`config.mk`:
```
export PLATFORM = sky130hd
export DESIGN_NAME = bounded_list_with_positional_insert_unit_flat
export DESIGN_NICKNAME = d
export VERILOG_FILES = /design/src/design/blpi_pkg.sv /design/src/design/blpi_ifs.sv /design/src/design/blpi_ctrl.sv /design/src/design/blpi_dp.sv /design/src/design/bounded_list_with_positional_insert_unit.sv /design/src/flat_wrapper.sv
export SDC_FILE = /design/constraint.sdc
export NUM_CORES = 2
export LEC_CHECK = 0
export BUFFER_PORTS_ARGS = -buffer_cell sky130_fd_sc_hd__buf_2
export CAP_MARGIN = 25
export CORE_ASPECT_RATIO = 0.8
export CORE_UTILIZATION = 37
export CTS_CLUSTER_DIAMETER = 200
export CTS_CLUSTER_SIZE = 14
export DETAILED_ROUTE_END_ITERATION = 16
export SYNTH_ARGS = -nofsm -noshare
export SYNTH_HDL_FRONTEND = slang
export SYNTH_SLANG_ARGS = --single-unit
```
`constraint.sdc`:
```
create_clock -name clk -period 62.9 [get_ports clk]
set_input_delay 0 -clock clk [delete_from_list [all_inputs] [get_ports clk]]
set_output_delay 0 -clock clk [all_outputs]
set_load 0.03 [all_outputs]
```
`src/design/blpi_pkg.sv`:
```
`timescale 1ns / 1ps

package blpi_pkg;

    // Default sizing of the list.
    localparam int CAPACITY_DEF   = 16;
    localparam int DATA_WIDTH_DEF = 64;

    // Fixed widths of the channel fields.
    localparam int REQ_W     = 3;
    localparam int POS_W     = 5;
    localparam int ENTRY_W   = 64;
    localparam int STATUS_W  = 2;
    localparam int CNT_OUT_W = 5;

    // Request codes.
    localparam logic [REQ_W-1:0] REQ_PUSH_FRONT = 3'd0;
    localparam logic [REQ_W-1:0] REQ_PUSH_BACK  = 3'd1;
    localparam logic [REQ_W-1:0] REQ_POP_FRONT  = 3'd2;
    localparam logic [REQ_W-1:0] REQ_POP_BACK   = 3'd3;
    localparam logic [REQ_W-1:0] REQ_INSERT     = 3'd4;

    typedef enum logic [STATUS_W-1:0] {
        ST_OK    = 2'd0,
        ST_FULL  = 2'd1,
        ST_RANGE = 2'd2,
        ST_EMPTY = 2'd3
    } status_t;

    // Commands from the controller to the datapath.
    typedef struct packed {
        logic capture;
        logic commit;
    } blpi_cmd_t;

endpackage

```
`src/design/blpi_ifs.sv`:
```
`timescale 1ns / 1ps

interface blpi_req_if;
    import blpi_pkg::*;

    logic               valid;
    logic               ready;
    logic [REQ_W-1:0]   req_type;
    logic [POS_W-1:0]   position;
    logic [ENTRY_W-1:0] entry_data;

    modport source (output valid, output req_type, output position, output entry_data,
                    input ready);
    modport sink   (input valid, input req_type, input position, input entry_data,
                    output ready);
endinterface

interface blpi_rsp_if;
    import blpi_pkg::*;

    logic                 valid;
    logic                 ready;
    logic [STATUS_W-1:0]  status;
    logic [CNT_OUT_W-1:0] entry_count;
    logic                 front_valid;
    logic [ENTRY_W-1:0]   front_data;

    modport source (output valid, output status, output entry_count, output front_valid,
                    output front_data, input ready);
    modport sink   (input valid, input status, input entry_count, input front_valid,
                    input front_data, output ready);
endinterface

```
`src/design/blpi_ctrl.sv`:
```
`timescale 1ns / 1ps

module blpi_ctrl (
    input  logic                clk,
    input  logic                rst_n,
    input  logic                in_valid,
    output logic                in_ready,
    output logic                out_valid,
    input  logic                out_ready,
    output blpi_pkg::blpi_cmd_t cmd
);
    import blpi_pkg::*;

    typedef enum logic {
        S_IDLE,
        S_EXEC
    } state_t;

    state_t state_reg;
    state_t state_next;
    logic   out_valid_reg;
    logic   out_valid_next;

    // The result register is free when empty or when its word leaves this cycle.
    always_comb
    begin
        in_ready       = (state_reg == S_IDLE);
        cmd.capture    = in_valid && (state_reg == S_IDLE);
        cmd.commit     = (state_reg == S_EXEC) && (!out_valid_reg || out_ready);
        state_next     = state_reg;
        out_valid_next = out_valid_reg && !out_ready;
        unique case (state_reg)
            S_IDLE:
            begin
                if (cmd.capture)
                begin
                    state_next = S_EXEC;
                end
            end
            S_EXEC:
            begin
                if (cmd.commit)
                begin
                    state_next     = S_IDLE;
                    out_valid_next = 1'b1;
                end
            end
            default:
            begin
                state_next = S_IDLE;
            end
        endcase
    end

    always_ff @(posedge clk or negedge rst_n)
    begin
        if (!rst_n)
        begin
            state_reg     <= S_IDLE;
            out_valid_reg <= 1'b0;
        end
        else
        begin
            state_reg     <= state_next;
            out_valid_reg <= out_valid_next;
        end
    end

    assign out_valid = out_valid_reg;

endmodule

```
`src/design/blpi_dp.sv`:
```
`timescale 1ns / 1ps

module blpi_dp #(
    parameter int CAPACITY   = blpi_pkg::CAPACITY_DEF,
    parameter int DATA_WIDTH = blpi_pkg::DATA_WIDTH_DEF
) (
    input  logic                            clk,
    input  logic                            rst_n,
    input  blpi_pkg::blpi_cmd_t             cmd,
    input  logic [blpi_pkg::REQ_W-1:0]      req_type,
    input  logic [blpi_pkg::POS_W-1:0]      position,
    input  logic [blpi_pkg::ENTRY_W-1:0]    entry_data,
    output logic [blpi_pkg::STATUS_W-1:0]   status,
    output logic [blpi_pkg::CNT_OUT_W-1:0]  entry_count,
    output logic                            front_valid,
    output logic [blpi_pkg::ENTRY_W-1:0]    front_data
);
    import blpi_pkg::*;

    localparam int CW = $clog2(CAPACITY + 1);
    // Wide enough to compare a position against count + 1 without overflow.
    localparam int PW = ((CW > POS_W) ? CW : POS_W) + 1;

    // Request held from capture until commit.
    logic [REQ_W-1:0]      req_type_reg;
    logic [POS_W-1:0]      position_reg;
    logic [DATA_WIDTH-1:0] data_reg;

    // Row of cells with the front record in cell 0.
    logic [DATA_WIDTH-1:0] cells_reg [CAPACITY];
    logic [DATA_WIDTH-1:0] cells_next [CAPACITY];
    logic [CW-1:0]         count_reg;
    logic [CW-1:0]         count_next;

    logic [STATUS_W-1:0]   status_reg;
    logic [CNT_OUT_W-1:0]  entry_count_reg;
    logic                  front_valid_reg;
    logic [ENTRY_W-1:0]    front_data_reg;

    status_t               st;
    logic                  add_en;
    logic                  pos_ok;
    logic                  full;
    logic [CW-1:0]         idx;

    always_comb
    begin
        cells_next = cells_reg;
        count_next = count_reg;
        st         = ST_OK;
        add_en     = 1'b0;
        pos_ok     = 1'b1;
        idx        = '0;
        full       = (count_reg == CW'(CAPACITY));
        unique case (req_type_reg)
            REQ_PUSH_FRONT:
            begin
                add_en = 1'b1;
            end
            REQ_PUSH_BACK:
            begin
                add_en = 1'b1;
                idx    = count_reg;
            end
            REQ_INSERT:
            begin
                add_en = 1'b1;
                pos_ok = (position_reg != '0) &&
                         (PW'(position_reg) <= (PW'(count_reg) + PW'(1)));
                idx    = CW'(PW'(position_reg) - PW'(1));
            end
            REQ_POP_FRONT:
            begin
                if (count_reg == '0)
                begin
                    st = ST_EMPTY;
                end
                else
                begin
                    for (int k = 0; k < CAPACITY; k++)
                    begin
                        cells_next[k] = cells_reg[(k + 1 < CAPACITY) ? k + 1 : k];
                    end
                    count_next = count_reg - CW'(1);
                end
            end
            REQ_POP_BACK:
            begin
                if (count_reg == '0)
                begin
                    st = ST_EMPTY;
                end
                else
                begin
                    count_next = count_reg - CW'(1);
                end
            end
            default:
            begin
                st = ST_RANGE;
            end
        endcase

        // A full list is reported before a bad position.
        if (add_en)
        begin
            if (full)
            begin
                st = ST_FULL;
            end
            else if (!pos_ok)
            begin
                st = ST_RANGE;
            end
            else
            begin
                for (int k = 0; k < CAPACITY; k++)
                begin
                    if (CW'(k) > idx)
                    begin
                        cells_next[k] = cells_reg[(k > 0) ? k - 1 : 0];
                    end
                    else if (CW'(k) == idx)
                    begin
                        cells_next[k] = data_reg;
                    end
                end
                count_next = count_reg + CW'(1);
            end
        end
    end

    always_ff @(posedge clk or negedge rst_n)
    begin
        if (!rst_n)
        begin
            count_reg <= '0;
        end
        else if (cmd.commit)
        begin
            count_reg <= count_next;
        end
    end

    always_ff @(posedge clk)
    begin
        if (cmd.capture)
        begin
            req_type_reg <= req_type;
            position_reg <= position;
            data_reg     <= entry_data[DATA_WIDTH-1:0];
        end
        if (cmd.commit)
        begin
            cells_reg       <= cells_next;
            status_reg      <= st;
            entry_count_reg <= CNT_OUT_W'(count_next);
            front_valid_reg <= (count_next != '0);
            front_data_reg  <= (count_next != '0) ? ENTRY_W'(cells_next[0]) : '0;
        end
    end

    assign status      = status_reg;
    assign entry_count = entry_count_reg;
    assign front_valid = front_valid_reg;
    assign front_data  = front_data_reg;

endmodule

```
`src/design/bounded_list_with_positional_insert_unit.sv`:
```
`timescale 1ns / 1ps

// Bounded ordered list of up to CAPACITY records with positional insert.
// The req channel carries one request word: req_type (push front, push back,
// pop front, pop back, insert), a 1-based position used only by insert, and
// the record in entry_data, of which the low DATA_WIDTH bits are kept.
// The rsp channel returns exactly one word per request, in order: a status
// (success, full, out of range, empty), the record count afterwards, and the
// front record with its valid flag, zero when the list is empty.
// A request is taken into a holding register at the accepting edge; once the
// result register is free, the commit edge performs the whole shift of the cell
// row and loads the result register, which presents the response word.
// The controller works on one request at a time and takes no new request until
// the last one has been committed to the result register.
// The result register decouples the two channels: the next request is accepted
// while a response still waits, and if rsp stalls, that request is held until
// the result register frees up; nothing is dropped or repeated.
// Reset empties the list and clears all handshake state at once; record cells
// hold undefined data until written, and no clearing pass is needed.
module bounded_list_with_positional_insert_unit #(
    parameter int CAPACITY   = blpi_pkg::CAPACITY_DEF,
    parameter int DATA_WIDTH = blpi_pkg::DATA_WIDTH_DEF
) (
    input logic        clk,
    input logic        rst_n,
    blpi_req_if.sink   req,
    blpi_rsp_if.source rsp
);
    import blpi_pkg::*;

    blpi_cmd_t cmd;

    // Controller: sequences capture and commit, owns the handshakes.
    blpi_ctrl u_ctrl (
        .clk       (clk),
        .rst_n     (rst_n),
        .in_valid  (req.valid),
        .in_ready  (req.ready),
        .out_valid (rsp.valid),
        .out_ready (rsp.ready),
        .cmd       (cmd)
    );

    // Datapath: the cell row, the count and the result register.
    blpi_dp #(
        .CAPACITY   (CAPACITY),
        .DATA_WIDTH (DATA_WIDTH)
    ) u_dp (
        .clk         (clk),
        .rst_n       (rst_n),
        .cmd         (cmd),
        .req_type    (req.req_type),
        .position    (req.position),
        .entry_data  (req.entry_data),
        .status      (rsp.status),
        .entry_count (rsp.entry_count),
        .front_valid (rsp.front_valid),
        .front_data  (rsp.front_data)
    );

    // A full list always has a front record.
    a_full_has_front: assert property (@(posedge clk) disable iff (!rst_n)
        rsp.valid && (rsp.status == ST_FULL) |-> rsp.front_valid)
        else $error("full status reported without a front record");

    // An empty pop leaves an empty list with zero front data.
    a_empty_is_clear: assert property (@(posedge clk) disable iff (!rst_n)
        rsp.valid && (rsp.status == ST_EMPTY) |-> !rsp.front_valid && (rsp.front_data == '0))
        else $error("empty status reported with a front record");

    // The controller is busy for the cycle after it takes a request.
    a_busy_after_accept: assert property (@(posedge clk) disable iff (!rst_n)
        req.valid && req.ready |=> !req.ready)
        else $error("request accepted while previous one in work");

    // A committed request always presents its response next cycle.
    a_commit_shows: assert property (@(posedge clk) disable iff (!rst_n)
        cmd.commit |=> rsp.valid)
        else $error("commit without response word");

endmodule
```
`src/flat_wrapper.sv`:
```
// flat-port wrapper written by rule: the top's interface ports become plain ports
module bounded_list_with_positional_insert_unit_flat import blpi_pkg::*;
#(
    parameter int CAPACITY   = blpi_pkg::CAPACITY_DEF,
    parameter int DATA_WIDTH = blpi_pkg::DATA_WIDTH_DEF
)
  (clk, rst_n, req_valid, req_req_type, req_position, req_entry_data, req_ready, rsp_valid, rsp_status, rsp_entry_count, rsp_front_valid, rsp_front_data, rsp_ready);
  blpi_req_if req_i ();
  blpi_rsp_if rsp_i ();
  input logic clk;
  input logic rst_n;
  input wire logic [$bits(req_i.valid)-1:0] req_valid;
  input wire logic [$bits(req_i.req_type)-1:0] req_req_type;
  input wire logic [$bits(req_i.position)-1:0] req_position;
  input wire logic [$bits(req_i.entry_data)-1:0] req_entry_data;
  output wire logic [$bits(req_i.ready)-1:0] req_ready;
  output wire logic [$bits(rsp_i.valid)-1:0] rsp_valid;
  output wire logic [$bits(rsp_i.status)-1:0] rsp_status;
  output wire logic [$bits(rsp_i.entry_count)-1:0] rsp_entry_count;
  output wire logic [$bits(rsp_i.front_valid)-1:0] rsp_front_valid;
  output wire logic [$bits(rsp_i.front_data)-1:0] rsp_front_data;
  input wire logic [$bits(rsp_i.ready)-1:0] rsp_ready;
  assign req_i.valid = req_valid;
  assign req_i.req_type = req_req_type;
  assign req_i.position = req_position;
  assign req_i.entry_data = req_entry_data;
  assign req_ready = req_i.ready;
  assign rsp_valid = rsp_i.valid;
  assign rsp_status = rsp_i.status;
  assign rsp_entry_count = rsp_i.entry_count;
  assign rsp_front_valid = rsp_i.front_valid;
  assign rsp_front_data = rsp_i.front_data;
  assign rsp_i.ready = rsp_ready;
  bounded_list_with_positional_insert_unit #(.CAPACITY(CAPACITY), .DATA_WIDTH(DATA_WIDTH)) u_core (.clk(clk), .rst_n(rst_n), .req(req_i), .rsp(rsp_i));
endmodule
```
==> results_tabular.tex <==
\begin{tabular}{lr}
\hline
Metric & Value \\
\hline
\multicolumn{2}{l}{\textbf{Setup path}} \\
Critical path destination & u\_core.u\_dp.cells\_reg[858] \\
Data required time at the worst endpoint & 63.50 ns \\
Crit Reg-Reg Startpoint & u\_core.u\_dp.count\_reg[0] \\
Origin of the worst setup path & u\_core.u\_dp.count\_reg[0] \\
Peak per-stage delay on the critical path & 0.83 ns \\
CP max FO & 75 \\
Chain of cells forming the critical path & inv\_1 > ha\_1 > nor4b\_1 > nor3\_1 > nand2b\_4 > buf\_4 > buf\_4 > buf\_4 > buf\_4 > nor2\_1 > o22ai\_1 > o221a\_2 \\
Crit Path Class & reg2reg \\
Cell with the biggest individual delay on the critical path & sky130\_fd\_sc\_hd\_\_buf\_4 \\
Element type at the critical path start & flip-flop \\
R2R Path End & u\_core.u\_dp.cells\_reg[858] \\
Worst reg2reg path depth & 12 \\
Library cell appearing most often on the critical path & sky130\_fd\_sc\_hd\_\_buf\_4 \\
Setup slack, reg-to-reg & 56.77 ns \\
Category of the worst setup path capture point & flip-flop \\
Data arrival, critical path & 6.74 ns \\
\multicolumn{2}{l}{\textbf{CTS}} \\
H-tree depth & 3 \\
Clock tree from TritonCTS & built \\
Number of buffers between clock root and the deepest sink & 3 \\
Cts repair resizes & 0 \\
Root Buffer Master & sky130\_fd\_sc\_hd\_\_clkbuf\_16 \\
Count of buffers added by post-CTS timing repair for setup & 0 \\
Number of buffers added by the clock tree synthesis step & 93 \\
Clock sinks & 1175 \\
Clock-pin slew on the worst setup and hold paths & 0.07 ns \\
Later-pin clock latency in the skew report & 0.76 ns \\
\multicolumn{2}{l}{\textbf{Final layout}} \\
Total area of multi-input combinational cells & 25800 um2 \\
Area Growth Syn to Fin & 9.83\% \\
Max FFs per register & 1024 \\
Final standard cell area without fillers & 70300 um2 \\
Fraction of final layout cells with drive strength greater than 1 & 8.37\% \\
Filler instances & 16620 \\
Filler-free cell count of the finished design & 8637 \\
Post-layout nets & 6433 \\
Storage element area & 35200 um2 \\
\multicolumn{2}{l}{\textbf{STA}} \\
Setup violators final & 0 \\
Worst slew margin & 20.6\% \\
Fin worst setup slack & 56.77 ns \\
RSZ-0062 raised after global routing & false \\
Final setup skew & 0.0349 ns \\
Transition time at the pin with the least slew margin & 1.19 ns \\
Maximum clock frequency & 0.163 GHz \\
Final worst-path cycle share & 9.75\% \\
Fin. max-slew vios & 0 \\
Final setup TNS & 0 ns \\
Worst hold slack across all endpoints & 0.0101 ns \\
Hold violation total from the final report & 0 \\
Minimum clock period after layout & 6.13 ns \\
\multicolumn{2}{l}{\textbf{Floorplan}} \\
Starting density of the core & 37.3\% \\
Top-level port count & 150 \\
Core area & 172000 um2 \\
Chip Width & 467 um \\
Area enclosed by the die boundary & 175000 um2 \\
DIE HEIGHT & 374 um \\
Row count & 136 \\
\multicolumn{2}{l}{\textbf{Synth}} \\
Top area cells in the synthesized netlist & sky130\_fd\_sc\_hd\_\_edfxtp\_1 55\%, sky130\_fd\_sc\_hd\_\_nand2\_1 12\%, sky130\_fd\_sc\_hd\_\_o22ai\_1 4.2\% \\
Synth top cells by count & 2074 x sky130\_fd\_sc\_hd\_\_nand2\_1, 1168 x sky130\_fd\_sc\_hd\_\_edfxtp\_1, 460 x sky130\_fd\_sc\_hd\_\_clkbuf\_1, 431 x sky130\_fd\_sc\_hd\_\_o22ai\_1, 429 x sky130\_fd\_sc\_hd\_\_a21oi\_1 \\
Total number of yosys warnings & 0 \\
EDFF count, synth & 1168 \\
Mean instance size in the synthesized netlist & 9.84 um2 \\
Area share of the largest cell type after synthesis & 54.8\% \\
Main synth FF type & sky130\_fd\_sc\_hd\_\_edfxtp\_1 \\
Gate count after technology mapping & 6508 \\
Syn nets & 6592 \\
Area leader, netlist & sky130\_fd\_sc\_hd\_\_edfxtp\_1 \\
Library cell with the highest instance count after synthesis & sky130\_fd\_sc\_hd\_\_nand2\_1 \\
Sequential cell area fraction in the yosys report & 55.1\% \\
Post-synthesis sequential element count & 1175 \\
Ys async rst share & 0.596\% \\
Cell Area, Synth & 64000 um2 \\
Unique cell type count in the Yosys netlist & 75 \\
\multicolumn{2}{l}{\textbf{Placement}} \\
Number of cells after detailed placement & 8385 \\
Weighted congestion at the end of routability-driven global placement & 0.865 \\
Detailed placement HPWL & 127 mm \\
Pre-CTS setup slack & 57.00 ns \\
Area after detailed placement & 66300 um2 \\
Count of buffers from port buffering & 149 \\
\multicolumn{2}{l}{\textbf{Run status}} \\
Outcome & finished, final reports clean \\
\multicolumn{2}{l}{\textbf{Power and ir drop}} \\
Peak ir drop on the vdd network & 0.0468 mV \\
Pleak & 25.1 nW \\
Power per unit of standard cell area & 58.5 nW/um2 \\
\multicolumn{2}{l}{\textbf{Hold path}} \\
Tightest Hold Check Type & in2reg \\
Cell depth of the worst min-delay path & 2 \\
\multicolumn{2}{l}{\textbf{Global route}} \\
Overflow left after global routing & 0 \\
Pin count of the biggest net entering global routing & 191 \\
Gr usage total & 25.9\% \\
Number of antenna violations at the first check in global routing & 6 \\
Vias in the first global route & 52075 \\
Wire length of the first global-routing pass & 347 mm \\
\multicolumn{2}{l}{\textbf{Routing}} \\
Drt first pass iters & 6 \\
Post-route ant nets & 0 \\
Post-route DRC & 0 \\
Mean number of vias per cell & 6.45 \\
Detailed Route Iter0 Violations & 8832 \\
Final Routed Wirelength & 236 mm \\
Routed via count & 55673 \\
Avg WL per Cell & 27.4 um \\
\multicolumn{2}{l}{\textbf{Run}} \\
Number of max-capacitance violations reported & 0 \\
\hline
\end{tabular}
## worst max-delay path, delay by kind of cell, from the launching register on
family	cells	cell delay [ns]
flip-flops	1	0.45
AO/OA/AOI/OAI	2	0.38
AND/OR/NAND/NOR	4	1.64
buffers and inverters	5	3.10
adder cells (fa/ha/maj)	1	0.28
## per-stage QoR
stage | total power, W | utilization (%)
CTS | 0.00406 | 40.8
finish | 0.00411 | 40.9
floorplan | 0.00317 | -
detailed placement | 0.00349 | 38.6
global placement | 0.00344 | 38.6
global route | 0.00431 | 40.9
## final cells by class
type	count	share of cell area, %
Multi-Input combinational cell	4500	36.7
Inverter	140	0.758
Tap cell	2277	4.05
Antenna cell	2	0.00712
Clock inverter	3	0.0801
Clock buffer	101	3.38
Sequential cell	1175	50.1
Timing Repair Buffer	439	4.85
## how the worst min path moves through the flow
| stage | startpoint | end | slack, ns |
|---|---|---|---|
| 6_report | req_entry_data[42] | u_core.u_dp.data_reg[42] | 0.01 |
| 5_1_grt | req_entry_data[42] | u_core.u_dp.data_reg[42] | 0.002 |
| 3_5_place_dp | rst_n | u_core.u_ctrl.out_valid | -0.16 |
| 2_1_floorplan | rst_n | u_core.u_ctrl.out_valid | -0.30 |
| 3_3_place_gp | rst_n | u_core.u_ctrl.out_valid | -0.16 |
| 4_1_cts | req_entry_data[42] | u_core.u_dp.data_reg[42] | 0.0002 |
## power by group
part           switching [W]  leakage (nW)  internal [W]
clock               0.000293          1.19      0.000267
sequential          0.000325          11.2       0.00150
combinational        0.00112          12.7      0.000606
total                0.00174          25.1       0.00237
## routing by layer
| metal | part of all wire [%] | track usage [%] | wire length (um) | vias up |
|---|---|---|---|---|
| met5 | 0 | 0 | 0 | - |
| li1 | - | - | - | 23876 |
| met4 | 3.6 | 9.45 | 8590 | 0 |
| met1 | 42 | 37.5 | 99100 | 27495 |
| met2 | 42 | 37.5 | 99700 | 3816 |
| met3 | 12 | 6.06 | 28900 | 486 |
## logic make-up (layout without fill, tap and decap cells)
kind of cell	count (synthesis)	after routing	share of synthesized area [%]
simple gates	2413	2413	15.1
other cells	0	2	0
fa+ha+maj	8	8	0.156
mux	265	265	4.27
xor+xnor	7	7	0.0958
flops	1175	1175	55.1
compound gates	1807	1807	20.1
buf+inv	833	683	5.22
## cells in the final DEF (no fill, tap or decap), types with 10 or more instances in the layout
cell type	netlist	routed
sky130_fd_sc_hd__inv_1	140	139
sky130_fd_sc_hd__nor2_1	115	109
sky130_fd_sc_hd__a22oi_1	134	134
sky130_fd_sc_hd__edfxtp_1	1168	1168
sky130_fd_sc_hd__and3_1	132	132
sky130_fd_sc_hd__mux2i_1	198	198
sky130_fd_sc_hd__a32oi_1	234	234
sky130_fd_sc_hd__and2_1	13	12
sky130_fd_sc_hd__mux2_2	18	18
sky130_fd_sc_hd__buf_4	5	140
sky130_fd_sc_hd__mux2_1	49	49
sky130_fd_sc_hd__a221oi_1	22	22
sky130_fd_sc_hd__nand2_1	2074	2064
sky130_fd_sc_hd__o21ai_0	14	13
sky130_fd_sc_hd__o22ai_1	431	430
sky130_fd_sc_hd__dlygate4sd3_1	0	140
sky130_fd_sc_hd__a31oi_1	203	202
sky130_fd_sc_hd__clkbuf_16	0	94
sky130_fd_sc_hd__buf_2	149	149
sky130_fd_sc_hd__nor3_4	3	10
sky130_fd_sc_hd__a221o_1	252	252
sky130_fd_sc_hd__o221a_2	44	44
sky130_fd_sc_hd__a21oi_1	429	427
sky130_fd_sc_hd__nor3_1	12	11
## timing repair
| item | CTS | global route |
|---|---|---|
| hold buffers | 140 | 0 |
| hold endpoints to repair | 96 | 0 |
| endpoints found under the setup margin | 0 | 0 |
Power figures use the tool's default switching activity.
